==> config.mk <==
export PLATFORM = sky130hd
export DESIGN_NAME = hcd_sqrt
export DESIGN_NICKNAME = d
export VERILOG_FILES = /design/src/rtl/core/hcd_pkg.sv /design/src/rtl/core/hcd_sqrt.sv
export SDC_FILE = /design/constraint.sdc
export NUM_CORES = 1
export LEC_CHECK = 0
export BUFFER_PORTS_ARGS = -buffer_cell sky130_fd_sc_hd__buf_2
export CORE_UTILIZATION = 25
export DETAILED_ROUTE_END_ITERATION = 10
export SLEW_MARGIN = 10
export SYNTH_ARGS = -nofsm -noshare
export SYNTH_HDL_FRONTEND = slang
export SYNTH_SLANG_ARGS = --single-unit
==> constraint.sdc <==
create_clock -name clk_i -period 5.65 [get_ports clk_i]
set_clock_uncertainty 0.1 [all_clocks]
set_input_delay 0 -clock clk_i [delete_from_list [all_inputs] [get_ports clk_i]]
set_output_delay 0 -clock clk_i [all_outputs]
set_load 0.005 [all_outputs]
==> src/rtl/core/hcd_pkg.sv <==
// hcd_pkg: shared constants and types for the hsl colour distance core
// no dependencies; imported by hcd_div, hcd_sqrt and hsl_color_distance_core
package hcd_pkg;

  localparam int unsigned FRACTION_BITS_DEF = 16;
  localparam int unsigned CH_W              = 8;
  // widest numerator or divisor: 6 * chroma reaches 1530
  localparam int unsigned DIV_W             = 11;
  // lightness divisor: twice the channel maximum
  localparam logic [DIV_W-1:0] LIGHT_DEN    = 11'd510;

  typedef struct packed {
    logic [DIV_W-1:0] l_num;
    logic [DIV_W-1:0] s_num;
    logic [DIV_W-1:0] s_den;
    logic [DIV_W-1:0] h_num;
    logic [DIV_W-1:0] h_den;
  } hcd_div_in_t;

endpackage

==> src/rtl/core/hcd_sqrt.sv <==
// hcd_sqrt: pipelined digit-by-digit square root, one root bit per stage, rounded
// depends on hcd_pkg for the default fraction width
module hcd_sqrt #(
  parameter int unsigned FB = hcd_pkg::FRACTION_BITS_DEF
) (
  input  logic            clk_i,
  input  logic [2*FB+1:0] x_i,
  output logic [FB:0]     root_o
);
  import hcd_pkg::*;

  localparam int unsigned N  = FB + 1;
  localparam int unsigned XW = 2 * N;
  localparam int unsigned RW = FB + 4;

  logic [RW-1:0] rem_q  [N];
  logic [RW-1:0] rem_d  [N];
  logic [N-1:0]  root_q [N];
  logic [N-1:0]  root_d [N];
  logic [XW-1:0] x_q    [N];
  logic [XW-1:0] x_d    [N];
  logic [N-1:0]  res_q;

  always_comb begin
    logic [RW-1:0] r_p;
    logic [RW-1:0] t;
    logic [RW-1:0] trial;
    logic [N-1:0]  o_p;
    logic [XW-1:0] x_p;
    for (int k = 0; k < N; k++) begin
      if (k == 0) begin
        r_p = '0;
        o_p = '0;
        x_p = x_i;
      end else begin
        r_p = rem_q[k-1];
        o_p = root_q[k-1];
        x_p = x_q[k-1];
      end
      t     = {r_p[RW-3:0], x_p[XW-1:XW-2]};
      trial = RW'({o_p[N-2:0], 2'b01});
      if (t >= trial) begin
        rem_d[k]  = t - trial;
        root_d[k] = {o_p[N-2:0], 1'b1};
      end else begin
        rem_d[k]  = t;
        root_d[k] = {o_p[N-2:0], 1'b0};
      end
      x_d[k] = {x_p[XW-3:0], 2'b00};
    end
  end

  always_ff @(posedge clk_i) begin
    for (int k = 0; k < N; k++) begin
      rem_q[k]  <= rem_d[k];
      root_q[k] <= root_d[k];
      x_q[k]    <= x_d[k];
    end
    // round up when the remainder exceeds the root
    res_q <= root_q[N-1] + N'(rem_q[N-1] > RW'(root_q[N-1]));
  end

  assign root_o = res_q;

endmodule

# --- After elaboration in Yosys (flattened, before gate mapping) ---
# Memories as Yosys holds them, arrays and structs flattened.
# Index checks and enable logic that the tools add are counted.
# Widths: inputs -> output; s select.
op_classes:
  bitwise: 0
  add_sub_neg: 18
  reduce_logical: 0
  n_lt_le_gt_ge: 18
  div_mod_pow: 0
  mul: 0
  eq_ne: 0
  muxes: 34
  shift: 0
op_table:
  columns: ["op", "count"]
  rows:
  - ["$mux 20", 17]
  - ["$ge 20x18->1", 16]
  - ["$sub 20x18->20", 16]
  - ["$gt 20x17->1", 1]
  - ["$add 17x1->17", 1]
  - ["$mux 1", 17]
  - ["$sub 2x1->3 const B", 1]
  - ["$ge 2x1->1 const B", 1]
word_totals:
  mem_bits_rw: 1173
  latchBits: 0
  output_inout_bits: 17
  elab_cells: 74
  rom_bits: 0
  regBits: 17
  n_memories: 3
  input_bits: 35
mem_list:
  columns: ["name", "words", "width", "read_ports", "rd_ports_with_merged_regs", "write_ports", "line", "source"]
  rows:
  - ["x_q", 17, 32, 16, 0, 17, "hcd_sqrt.sv:20", "logic [XW-1:0] x_q [N];"]
  - ["rem_q", 17, 20, 17, 0, 17, "hcd_sqrt.sv:16", "logic [RW-1:0] rem_q [N];"]
  - ["root_q", 17, 17, 17, 0, 17, "hcd_sqrt.sv:18", "logic [N-1:0] root_q [N];"]

# --- Depth between registers and ports, before layout ---
# An unclocked memory read counts as a cell.
logic_depth:
  word_depth: 3
  mapped_depth: 15
  ltp_nobuf: 15

# --- Least setup slack after synthesis ---
# Ideal clock, no wire load.
synth_timing:
  path_kind: "reg2reg"
  start: "memory root_q[0][286] (netlist name)"
  end: "register res_q[16], in the netlist root_o[16]"
  n_path_buf: 0
  slack_ns: 2.914
  path_stages_with_launch: 15
  period_less_slack_ns: 2.736
  t_required_ns: 5.432
  t_arrival_ns: 2.518
  setup_time_ns: 0.118
  path_cell_list: "dfxtp_1 > inv_1 > ha_1 > and3_1 > nand3_1 > nor4_1 > nand2_1 > o211ai_1 > a21oi_1 > nor2_1 > ha_1 > nand4_1 > nor4_1 > nand3_1 > xnor2_1"
synth_rtl:
  columns: ["item", "line", "source"]
  rows:
  - ["start, declared", "hcd_sqrt.sv:18", null]
  - ["end signal, assigned", "hcd_sqrt.sv:60", "res_q <= root_q[N-1] + N'(rem_q[N-1] > RW'(root_q[N-1]));"]
  - ["end, declared", "hcd_sqrt.sv:22", "logic [N-1:0] res_q;"]

==> qor.yml <==
dp_cells: 4099
clk_pin_slew_worst_paths_ps: 60
synth-seq-area-share_pct: 54.0
fin_crit_ps: 3460
dp_hpwl_um: 34300
die_area_mm2: 0.110
fin_nets: 3074
start_util_pct: 25.2
rrSetupSlack_ps: 2190
post_drt_wl_per_cell_um: 11.0
end_kind: "flip-flop"
htree_levels: 3
startpoint: "root_q[0][286]"
die_h_um: 331
cap_violations: 0
yosys_warnings: 0
slew_viol_final: 0
slowest_delay_ps: 650
grt_antenna_before_repair: 0
drtIter0Drc: 764
numPortBuffers: 51
cts_root_buf: "clkbuf_16"
synth_cell_types: 73
first_pass_iters: 6
p_leak_nw: 14.8
path_class: "reg2reg"
die_x_um: 331
arrival_ps: 3890
startpoint_type: "flip-flop"
worstMarginPinSlew_ps: 1110
ys_ff_latch: 730
post_synth.cell_area_avg_um2: 10.1
grt_util_all_layers_pct: 8.73
regToRegStartpoint: "root_q[0][286]"
postSynthCellCount: 2683
clkLatencyLatePin_ps: 660
cp_cell_sequence: "inv_1, ha_1, and3_1, nand3_1, nor4_1, nand2_1, o211ai_1, a21oi_1, nor2_1, ha_1, nand4_1, nor4_1, nand3_1, xnor2_1"
critPathMaxFanout: 3
crit_end: "root_o[16]"
num_io_pins: 52
slowest_stage: "nor4_1"
final_common_cell: "dfxtp_1"
core_area_mm2: 0.107
ant_nets: 0
dominantRegCellSynth: "dfxtp_1"
final_core_util_pct: 30.4
gp_congestion: 0.889
cts_buffer_depth: 3
slew_headroom_pct: 25.1
required_ps: 6080
insertedDiodeCount: 0
via_count: 18100
numCtsBuffers: 80
mostFrequentLayoutCells: "730 x dfxtp_1, 228 x inv_1, 195 x nand2_1, 192 x ha_1, 176 x nor2_1"
drive_above_1_share_pct: 8.34
post_cts_buffers: 0
grt_first_pass_wirelength_um: 80200
synth_edf_count: 0
powerDensity_mw_per_mm2: 481
fin_cells: 4315
clock-sinks: 730
status: "finished clean"
core.rowCount: 120
async_flop_share_pct: 0
cts_tree: "done"
setup_viol: 0
peakVddDrop_v: 0.000273
hold_path.class: "reg2reg"
syn-num-nets: 2910
r2r_end: "root_o[16]"
grt_setup_unrepaired: "false"
syn-cell-area_mm2: 0.0271
period_share_pct: 61.2
hold_viol: 0
overflow: 0
grt_pass1_vias: 17500
finalSetupTns_ps: 0
grt_max_degree: 37
fmax_mhz: 289
worst-r2r-cell-count: 14
viasPerCell: 4.18
wl_um: 47500
syn2layout_area_growth_pct: 20.3
drcViolationCount: 0
kinds of logic (layout without fill, tap and decap cells):
group	count (synthesis)	in the layout	share of synthesized area (%)
buf+inv	270	499	3.82
xor+xnor	229	229	7.41
fa+ha+maj	192	192	8.88
mux	30	30	1.23
simple gates	709	709	12.8
compound gates	522	522	11.8
other cells	1	1	0.0139
flops	730	730	54.0
power by group:
group	switching, W	internal (W)	leakage [nW]
logic	0.00178	0.00152	7.26
clock network	0.00217	0.00340	1.42
registers	0.000603	0.00618	6.12
total	0.00454	0.0111	14.8
final cells by class:
type	count	area, µm²
inverters	228	856
clock buffers	106	2280
well taps	1403	1760
fillers	11100	74600
clock inverters	41	659
repair buffers	124	976
flip-flops and latches	730	14600
multi-input cells	1683	11400
layer usage:
metal  track usage [%]  vias up  routed length [µm]
li1                  -     9495                   -
met1              10.2     8135               21200
met2              15.1      308               22700
met3              1.84      118                1750
met5                 0        -                   0
met4              4.42        0                1870
repair_timing:
| item | in CTS | in global routing |
|---|---|---|
| resized for setup | 0 | 0 |
| hold buffers | 69 | 0 |
| endpoints found under the hold margin | 35 | 0 |
Yosys cell counts, types with 4 or more instances:
library cell  number  share of area [%]
nor3_1            64                1.2
nor4_1            41               0.95
o21a_1            25               0.69
a2111oi_0          6               0.19
a31oi_1           10               0.23
a21boi_0           6               0.17
o21bai_1           8               0.22
dfxtp_1          730                 54
inv_1            228                3.2
nor3b_1            4               0.11
o21ai_0          165                3.1
o31ai_1           18               0.50
mux2_2            25                1.0
o211ai_1          16               0.44
nor2b_1           23               0.53
nand4_1           25               0.58
mux2i_1            5               0.18
or2_2              9               0.21
a21oi_1          152                2.8
or4_1             12               0.33
o22ai_1            6               0.14
nor2_1           176                2.4
ha_1             192                8.9
xor2_1           117                3.8
a211oi_1          23               0.64
buf_2             11               0.20
a211o_1            5               0.16
o31a_1             9               0.29
nand2_1          195                2.7
and2_1            12               0.28
a21o_1            33               0.92
and3_1             6               0.14
a22o_1             5               0.16
clkbuf_1          26               0.36
xnor2_1          112                3.6
nand3_1           43               0.80
or3_1             35               0.81
nand2b_1          44                1.0
through the flow:
stage | worst slack [ps] | total power [W] | hold slack, ps | instance area [µm²]
after floorplan | 2910 | 0.00934 | -72.3 | 27100
after global placement | 2310 | 0.0101 | 2.09 | 28900
after detailed placement | 2250 | 0.0101 | 3.57 | 28900
final | 2190 | 0.0156 | 169 | 32600
after CTS | 2200 | 0.0159 | 164 | 32600
after global routing | 1820 | 0.0167 | 181 | 32600
critical path, delay by kind of cell (launching register included):
kind / cells / cell delay, ps
simple gates: 8 / 1930
fa+ha+maj: 2 / 490
xor+xnor: 1 / 150
flops: 1 / 360
buf+inv: 1 / 80
compound gates: 2 / 230
registers in the layout (all words and copies together) (netlist names):
register	count
root_o	17
root_q	153
x_q	272
rem_q	288
worst min-delay path by stage:
stage | from | end | slack, ps | depth (start not counted)
after global placement | x_i[23] | x_q[0][23] | 2 | 1
after CTS | x_q[0][22] | x_q[0][56] | 160 | 0
after global routing | x_q[0][22] | x_q[0][56] | 180 | 0
after detailed placement | x_i[20] | x_q[0][20] | 4 | 1
after floorplan | x_i[0] | x_q[0][0] | -70 | 0
final | x_q[0][22] | x_q[0][56] | 170 | 0
No activity file was read; power rests on OpenSTA's default activity.
