File: src/rtl/core/hcd_pkg.sv
// hcd_pkg: shared constants and types for the hsl colour distance core
// no dependencies; imported by hcd_div, hcd_sqrt and hsl_color_distance_core
package hcd_pkg;

  localparam int unsigned FRACTION_BITS_DEF = 16;
  localparam int unsigned CH_W              = 8;
  // widest numerator or divisor: 6 * chroma reaches 1530
  localparam int unsigned DIV_W             = 11;
  // lightness divisor: twice the channel maximum
  localparam logic [DIV_W-1:0] LIGHT_DEN    = 11'd510;

  typedef struct packed {
    logic [DIV_W-1:0] l_num;
    logic [DIV_W-1:0] s_num;
    logic [DIV_W-1:0] s_den;
    logic [DIV_W-1:0] h_num;
    logic [DIV_W-1:0] h_den;
  } hcd_div_in_t;

endpackage

File: src/rtl/core/hcd_div.sv
// hcd_div: pipelined restoring divider, one quotient bit per stage, round to nearest
// depends on hcd_pkg for the operand width
module hcd_div #(
  parameter int unsigned QW = 17,
  parameter int unsigned NW = hcd_pkg::DIV_W
) (
  input  logic          clk_i,
  input  logic [NW-1:0] num_i,
  input  logic [NW-1:0] den_i,
  output logic [QW-1:0] quo_o
);
  import hcd_pkg::*;

  localparam int unsigned RW = NW + 2;

  logic [RW-1:0] rem_q [QW];
  logic [RW-1:0] rem_d [QW];
  logic [NW:0]   den_q [QW];
  logic [NW:0]   den_d [QW];
  logic [QW-1:0] low_q [QW];
  logic [QW-1:0] low_d [QW];
  logic [QW-1:0] quo_q [QW];
  logic [QW-1:0] quo_d [QW];

  // dividend is num * 2^(QW) + den over divisor 2 * den: rounds half up
  always_comb begin
    logic [RW-1:0] r_p;
    logic [RW-1:0] t;
    logic [QW-1:0] l_p;
    logic [QW-1:0] q_p;
    logic [NW:0]   d_p;
    for (int k = 0; k < QW; k++) begin
      if (k == 0) begin
        r_p = RW'(num_i);
        l_p = QW'(den_i);
        q_p = '0;
        d_p = {den_i, 1'b0};
      end else begin
        r_p = rem_q[k-1];
        l_p = low_q[k-1];
        q_p = quo_q[k-1];
        d_p = den_q[k-1];
      end
      t = {r_p[RW-2:0], l_p[QW-1]};
      if (t >= RW'(d_p)) begin
        rem_d[k] = t - RW'(d_p);
        quo_d[k] = {q_p[QW-2:0], 1'b1};
      end else begin
        rem_d[k] = t;
        quo_d[k] = {q_p[QW-2:0], 1'b0};
      end
      low_d[k] = {l_p[QW-2:0], 1'b0};
      den_d[k] = d_p;
    end
  end

  always_ff @(posedge clk_i) begin
    for (int k = 0; k < QW; k++) begin
      rem_q[k] <= rem_d[k];
      low_q[k] <= low_d[k];
      quo_q[k] <= quo_d[k];
      den_q[k] <= den_d[k];
    end
  end

  assign quo_o = quo_q[QW-1];

endmodule

File: config.mk
export PLATFORM = sky130hd
export DESIGN_NAME = hcd_div
export DESIGN_NICKNAME = d
export VERILOG_FILES = /design/src/rtl/core/hcd_pkg.sv /design/src/rtl/core/hcd_div.sv
export SDC_FILE = /design/constraint.sdc
export NUM_CORES = 1
export LEC_CHECK = 0
export BUFFER_PORTS_ARGS = -buffer_cell sky130_fd_sc_hd__buf_2
export CAP_MARGIN = 20
export CORE_UTILIZATION = 35
export CTS_CLUSTER_DIAMETER = 80
export DETAILED_ROUTE_END_ITERATION = 8
export GPL_TIMING_DRIVEN = 0
export REMOVE_ABC_BUFFERS = 1
export SKIP_CTS_REPAIR_TIMING = 1
export SLEW_MARGIN = 10
export SYNTH_ARGS = -nofsm -noshare
export SYNTH_HDL_FRONTEND = slang
export SYNTH_SLANG_ARGS = --single-unit
File: constraint.sdc
create_clock -name clk_i -period 2.6 [get_ports clk_i]
set_clock_uncertainty 0.15 [all_clocks]
set_input_delay 0.39 -clock clk_i [delete_from_list [all_inputs] [get_ports clk_i]]
set_output_delay 0.39 -clock clk_i [all_outputs]
set_load 0.02 [all_outputs]
# Yosys cells after proc, flatten, opt, wreduce, memory -nomap -nowiden
# Memory sizes are Yosys's and may differ from the RTL's.
# Cells that the tools add are included.
totals:
  out_inout_bits: 17
  ram_bits: 986
  reg_bits: 0
  memories: 4
op_classes:
  order_cmp: 17
  n_addsub: 17
  n_mux: 34
mem_list:
  columns: ["name", "depth", "word_bits", "read_ports", "rd_clocked_by_memory_dff", "write_ports", "line_no", "rtl"]
  rows:
  - ["quo_q", 17, 17, 17, 0, 17, "hcd_div.sv:22", "logic [QW-1:0] quo_q [QW];"]
  - ["low_q", 17, 16, 16, 0, 17, "hcd_div.sv:20", "logic [QW-1:0] low_q [QW];"]
  - ["rem_q", 17, 13, 16, 0, 17, "hcd_div.sv:16", "logic [RW-1:0] rem_q [QW];"]
  - ["den_q", 17, 12, 16, 0, 17, "hcd_div.sv:18", "logic [NW:0] den_q [QW];"]
op_table:
  columns: ["op", "count"]
  rows:
  - ["$mux 13", 17]
  - ["$ge 13x12->1", 16]
  - ["$sub 13x12->13", 16]
  - ["$mux 1", 17]
  - ["$sub 12x12->13", 1]
  - ["$ge 12x12->1", 1]

# Logic depth before layout (Yosys ltp)
# Gate-level depths: netlist of run 1.
# An unclocked memory read counts as a cell.
logic_depth:
  word_depth: 3
  depth_mapped: 11
  ltp_nobuf: 10

# Worst setup path after synthesis of run 1
# OpenSTA, ideal clock, no wires.
synth_timing:
  path_kind: "register to register"
  start: "mem rem_q[0][143] in the netlist's numbering"
  end: "mem rem_q[0][160] in the netlist's numbering"
  period_less_slack_ns: 2.834
  arrival_time_ns: 2.562
  slack_ns: -0.234
  n_path_buf: 1
  stages_incl_launch_ff: 12
  cell_sequence: "dfxtp_1 > inv_1 > ha_1 > inv_1 > fa_1 > a21oi_2 > o211ai_2 > o31ai_4 > a21oi_2 > or4_4 > buf_6 > mux2_4"
synth_lines:
  columns: ["item", "line_no"]
  rows:
  - ["start: declaration", "hcd_div.sv:16"]

==> metrics.cfg, run 1 <==
[global_routing]
antenna_found_initial=0
grt_busiest_layer=met2
gr-usage-met1=0.1565
use_met3=0.02630
grt_usage=0.1286
grt-ovfl-total=0
grt_pass1_wl_microns=64990
grt_pass1_vias=13810
grt_max_degree=19
grt.met2_usage=0.2229

[floorplanning]
dieArea_sq_um=60360
core_sq_um=58140
io_pins=40
initial_utilization=0.3575
die_height_microns=245.7
num_rows=88
die_w_microns=245.7

[place]
numPortBuffers=39
dpl.hpwl_microns=28380
dp_cells=2750
dp_worst_setup_slack_ns=-0.6943
gp_congestion=0.8730

[detailed_routing]
first_iter_violations=685
drt_wl_total_microns=40840
drc=0
wl_per_cell_microns=13.86
ant_nets=0
first_pass_iters=5
via_count=14330
via_per_inst=4.865

[worst_setup_path]
critical_path.max_fanout=6
critPathArrivalTime_ns=3.20
endpoint_kind=register
crit_required_ns=2.94
worstSetupStartpointType=register
path_class=register to register

[run_status]
violations=negative setup slack
outcome=finished with violations

[layout]
final_util=0.4337
drive_above_1_share=0.2068
instances_no_fill=2946
diodes=0
syn_to_final_growth_pct=21.31
fin_nets=2366

[cts]
clk_latency_ns=0.60
cts_max_path_buffers=3
cts-root-buf=clkbuf_16
numCtsBuffers=54
cts.clk_slew.worst_paths_ns=0.06
cts_sinks=505
cts-htree-levels=2
tritoncts=built

[sta]
worst_pin_slew_ns=0.8091
timing.hold.ws_ns=0.02632
slew_headroom=0.4466
finalCritPeriodShare=1.097
setup_viol_count_final=90
period_minus_slack_ns=2.853
fin_ws_ns=-0.2525
slew_viol_final=0
hold_violations=0
max_freq_mhz=350.6
rsz0062_at_grt=true

[yosys]
synth_edf_count=0
synth_area_leaders=dfxtp_1, ha_1, mux2_2
syn_area_per_cell_sq_um=10.58
yosys.area_share.adder=0.1268
synth_warnings=0
synthCells=1964
synth_top_cell_by_area=dfxtp_1
synthArstFlopShare=0
synth_compound_area_frac=0.1237
ys.flop_type=dfxtp_1
synth_xor_xnor_area_share=0.05015
synth_simple_gate_area_frac=0.08423
synth_top_family_by_area=adder cells
muxShareOfSynthArea=0.08067
seq_area_frac_synth=0.4865
synth_cell_type_count=65
synth_area_sq_um=20780
ys_ff_latch=505
synth_top_area_share=0.4865

[power]
fin_total_pwr_mw=34.43
max-vdd-ir-drop_uv=592.0
leakagePower_nw=11.11
power_density_nw_per_um2=1366

[hold_path]
hp-class=input port to register

[flow_run]
drv_cap=0

[cell type report]
cell class              instances  area, sq um
clock buffers                  74         1526
clock inverters                21        260.3
fillers                      5476        32920
inverters                     235        897.1
multi-input cells            1206        10350
flip-flops and latches        505        10130
well taps                     765        957.2
repair buffers                140         1082
[path summary, 6_finish.rpt]
path / start / to / slack [ns] / depth (start not counted)
worst max-delay path: rem_q[0][143]$_DFF_P_ / rem_q[0][164]$_DFF_P_ / -0.25 / 10
worst min-delay path: den_i[1] / rem_q[0][2]$_DFF_P_ / 0.03 / 3
worst max register to register: rem_q[0][143]$_DFF_P_ / rem_q[0][164]$_DFF_P_ / -0.25 / 10
worst min register to register: quo_q[0][103]$_DFF_P_ / quo_q[0][121]$_DFF_P_ / 0.14 / 0
[cells in the mapped netlist (3+ instances only)]
master / n
mux2i_1: 16
o32a_1: 3
xnor2_1: 62
nand3b_1: 9
o21ai_0: 60
o31a_1: 10
and3_1: 11
a21o_1: 15
nand4_1: 17
nor4b_1: 6
nand2b_1: 20
and4b_1: 6
nand4b_1: 3
a2111oi_0: 7
a2111o_1: 8
inv_1: 235
nor3_1: 23
o21a_1: 23
a211oi_1: 17
o32ai_1: 3
and2_1: 6
nor2_1: 97
buf_2: 11
a21oi_1: 116
or3_1: 9
o2111ai_1: 11
o21bai_1: 15
xor2_1: 57
o221ai_1: 7
a311oi_1: 10
o211ai_1: 30
dfxtp_1: 505
fa_1: 16
nand3_1: 47
nand2_1: 66
mux2_4: 8
a31oi_1: 12
nor2b_1: 21
o22ai_1: 10
clkbuf_1: 11
mux2_2: 124
a32oi_1: 4
o311ai_0: 5
ha_1: 185
[critical path, stage by stage (launching register included)]
cell	delay, ns
dfxtp_2	0.33
inv_4	0.07
ha_4	0.13
inv_2	0.04
fa_2	0.41
a21oi_4	0.18
o211ai_4	0.11
o31ai_4	0.27
a21oi_2	0.11
or4_4	0.61
mux2_4	0.33
[flip-flops by register name, indices dropped and copies added (netlist names)]
register,count
low_q,120
quo_q,153
rem_q,186
den_q,46
[stage by stage]
stage / TNS, ns / instance area [sq um]
2_1_floorplan: -12.36 / 20670
3_3_place_gp: -87.45 / 21820
3_5_place_dp: -52.64 / 21880
4_1_cts: -53.65 / 23670
5_1_grt: -19.57 / 25210
6_report: -10.28 / 25210
[cells by family (layout without fill, tap and decap cells)]
| group | count (synthesis) | after routing |
|---|---|---|
| DFF | 505 | 505 |
| adders and majority gates | 201 | 201 |
| and+or+nand+nor | 348 | 354 |
| AOI/OAI and AO/OA | 383 | 384 |
| buffers and inverters | 260 | 470 |
| xor gates and xnor gates | 119 | 119 |
| muxes | 148 | 148 |
[layer usage]
layer  share of wire  wire (microns)  vias to the layer above
met4           0.029            1185                        0
met1            0.45           18360                     6714
li1                -               -                     7248
met2            0.48           19610                      261
met3           0.041            1690                      108
met5               0               0                        -
[power by group]
group,switching (mW),internal (mW),total (mW)
clock network,3.06,4.50,7.56
registers,1.11,10.3,11.4
logic,7.56,7.86,15.4
[cell usage in the layout, fill, tap and decap left out, drive strengths merged, types with 62 or more instances in the layout]
| cell type | netlist | final |
|---|---|---|
| mux2 | 132 | 132 |
| ha | 185 | 185 |
| dfxtp | 505 | 505 |
| a21oi | 118 | 118 |
| buf | 14 | 117 |
| nand2 | 66 | 71 |
| nor2 | 97 | 97 |
| clkbuf | 11 | 74 |
| xnor2 | 62 | 62 |
| inv | 235 | 236 |
Note: power is estimated with default switching activity, not from simulation.
==> run 2, diff against run 1 <==
--- a/config.mk
+++ b/config.mk
@@ -7,7 +7,7 @@
 export LEC_CHECK = 0
 export BUFFER_PORTS_ARGS = -buffer_cell sky130_fd_sc_hd__buf_2
 export CAP_MARGIN = 20
-export CORE_UTILIZATION = 35
+export CORE_UTILIZATION = 40
 export CTS_CLUSTER_DIAMETER = 80
 export DETAILED_ROUTE_END_ITERATION = 8
 export GPL_TIMING_DRIVEN = 0
==> run 2 against run 1 <==
  * The flow still finishes with violations (negative setup slack)
  * Via count shrank 0.94%
  * Routed wire length grew 0.61%
  * Fmax shrank 2.6%
  * Final area shrank 0.22%
  * Critical path type unchanged
==> metrics.cfg, run 2 (synthesis gave the netlist of run 1 again) <==
[run_status]
outcome=finished with violations
violations=negative setup slack

[global_routing]
grt_busiest_layer=met2
gr-usage-met1=0.1894  ; +0.03293
grt_max_degree=19  ; unchanged
use_met3=0.02939  ; +0.003088
grt_pass1_vias=13450  ; -2.6%
antenna_found_initial=1  ; +1
grt_pass1_wl_microns=64450  ; -0.83%
grt.met2_usage=0.2432  ; +0.02036
grt_usage=0.1460  ; +0.01738
grt-ovfl-total=0  ; unchanged

[cts]
cts-htree-levels=2  ; unchanged
numCtsBuffers=54  ; unchanged
cts-root-buf=clkbuf_16
cts_sinks=505  ; unchanged
clk_latency_ns=0.59  ; about the same
tritoncts=built
cts.clk_slew.worst_paths_ns=0.06  ; about the same
cts_max_path_buffers=3  ; unchanged

[sta]
max_freq_mhz=341.6  ; -2.6%
fin_ws_ns=-0.3278  ; -0.07529 ns
period_minus_slack_ns=2.928  ; +0.07529 ns
finalCritPeriodShare=1.126  ; +0.02896
slew_headroom=0.3856  ; -0.06099
setup_viol_count_final=97  ; +7.8%
timing.hold.ws_ns=0.02618  ; -0.0001350 ns
rsz0062_at_grt=true
fin_setup_tns_ns=-13.71  ; -3.426 ns
worst_pin_slew_ns=0.8983  ; +0.08918 ns
slew_viol_final=0  ; unchanged
hold_violations=0  ; unchanged

[detailed_routing]
drc=0  ; unchanged
wl_per_cell_microns=14.42  ; +4.0%
ant_nets=0  ; unchanged
first_iter_violations=672  ; -1.9%
via_per_inst=4.981  ; +2.4%
drt_wl_total_microns=41090  ; +0.61%
via_count=14200  ; -0.94%
first_pass_iters=5  ; unchanged

[worst_setup_path]
critical_path.max_fanout=6  ; unchanged
worstSetupStartpointType=register
critPathArrivalTime_ns=3.25  ; +0.05 ns
endpoint_kind=register
path_class=register to register
crit_required_ns=2.93  ; about the same
r2r_setup_slack_ns=-0.33  ; -0.08 ns

[place]
dp_worst_setup_slack_ns=-0.6700  ; +0.02421 ns
placed_area_sq_um=21760  ; -0.54%
gp_congestion=0.8346  ; -4.4%
dp_cells=2661  ; -3.2%
numPortBuffers=39  ; unchanged
dpl.hpwl_microns=28570  ; +0.67%

[floorplanning]
initial_utilization=0.4051  ; +0.04762
num_rows=83  ; -5.7%
die_w_microns=229.9  ; -6.4%
die_height_microns=229.9  ; -6.4%
core_sq_um=51300  ; -12%
dieArea_sq_um=52870  ; -12%
io_pins=40  ; unchanged

[layout]
final_util=0.4904  ; +0.05670
drive_above_1_share=0.2041  ; -0.002638
fillers=4624  ; -16%
fin_area_sq_um=25160  ; -0.22%
diodes=0  ; unchanged
top_register=rem_q
final_common_cell=dfxtp_1
largest_reg_flops=186  ; unchanged
syn_to_final_growth_pct=21.05
instances_no_fill=2850  ; -3.3%
fin_nets=2349  ; -0.72%
largestRegisters=rem_q (186), quo_q (153), low_q (120)
final_cell_mix=dfxtp_1, inv_1, ha_1

[power]
max-vdd-ir-drop_uv=603.4  ; +1.9%
fin_total_pwr_mw=34.97  ; +1.6%
power_density_nw_per_um2=1390  ; +1.8%
leakagePower_nw=11.10  ; about the same

[hold_path]
hp-class=input port to register

[flow_run]
drv_cap=0  ; unchanged

[run 2: where the power goes]
group          total, mW  switching (mW)  internal [mW]
clock               8.14            3.09           5.05
combinational       15.4            7.63           7.75
sequential          11.4            1.12           10.3
total               35.0            11.8           23.1
[run 2: critical path, stage by stage (launching register included)]
cell and delay (ns):
dfxtp_2 0.34, inv_4 0.07, ha_4 0.13, inv_2 0.04, fa_2 0.41, a21oi_4 0.18
o211ai_4 0.10, o31ai_4 0.30, a21oi_2 0.12, or4_4 0.64, mux2_4 0.33
[run 2: final timing paths]
path,start,to,depth (start not counted)
worst min-delay path,den_i[1],rem_q[0][2]$_DFF_P_,3
worst min register to register,quo_q[0][85]$_DFF_P_,quo_q[0][103]$_DFF_P_,0
worst max-delay path,rem_q[0][143]$_DFF_P_,rem_q[0][167]$_DFF_P_,10
worst max register to register,rem_q[0][143]$_DFF_P_,rem_q[0][167]$_DFF_P_,10
[run 2: final cells by class]
class | instances | area, sq um | share of cell area
repair buffers | 122 | 965.9 | 0.03840
flip-flops and latches | 505 | 10140 | 0.4029
clock inverters | 27 | 376.6 | 0.01497
multi-input cells | 1207 | 10350 | 0.4114
clock buffers | 74 | 1578 | 0.06272
well taps | 680 | 850.8 | 0.03382
inverters | 235 | 899.6 | 0.03576
[run 2: layer usage]
metal,vias up,wire (microns),share of wire
met5,-,0,0
met3,62,1734,0.042
met4,0,794,0.019
met1,6671,19250,0.47
met2,238,19320,0.47
li1,7225,-,-
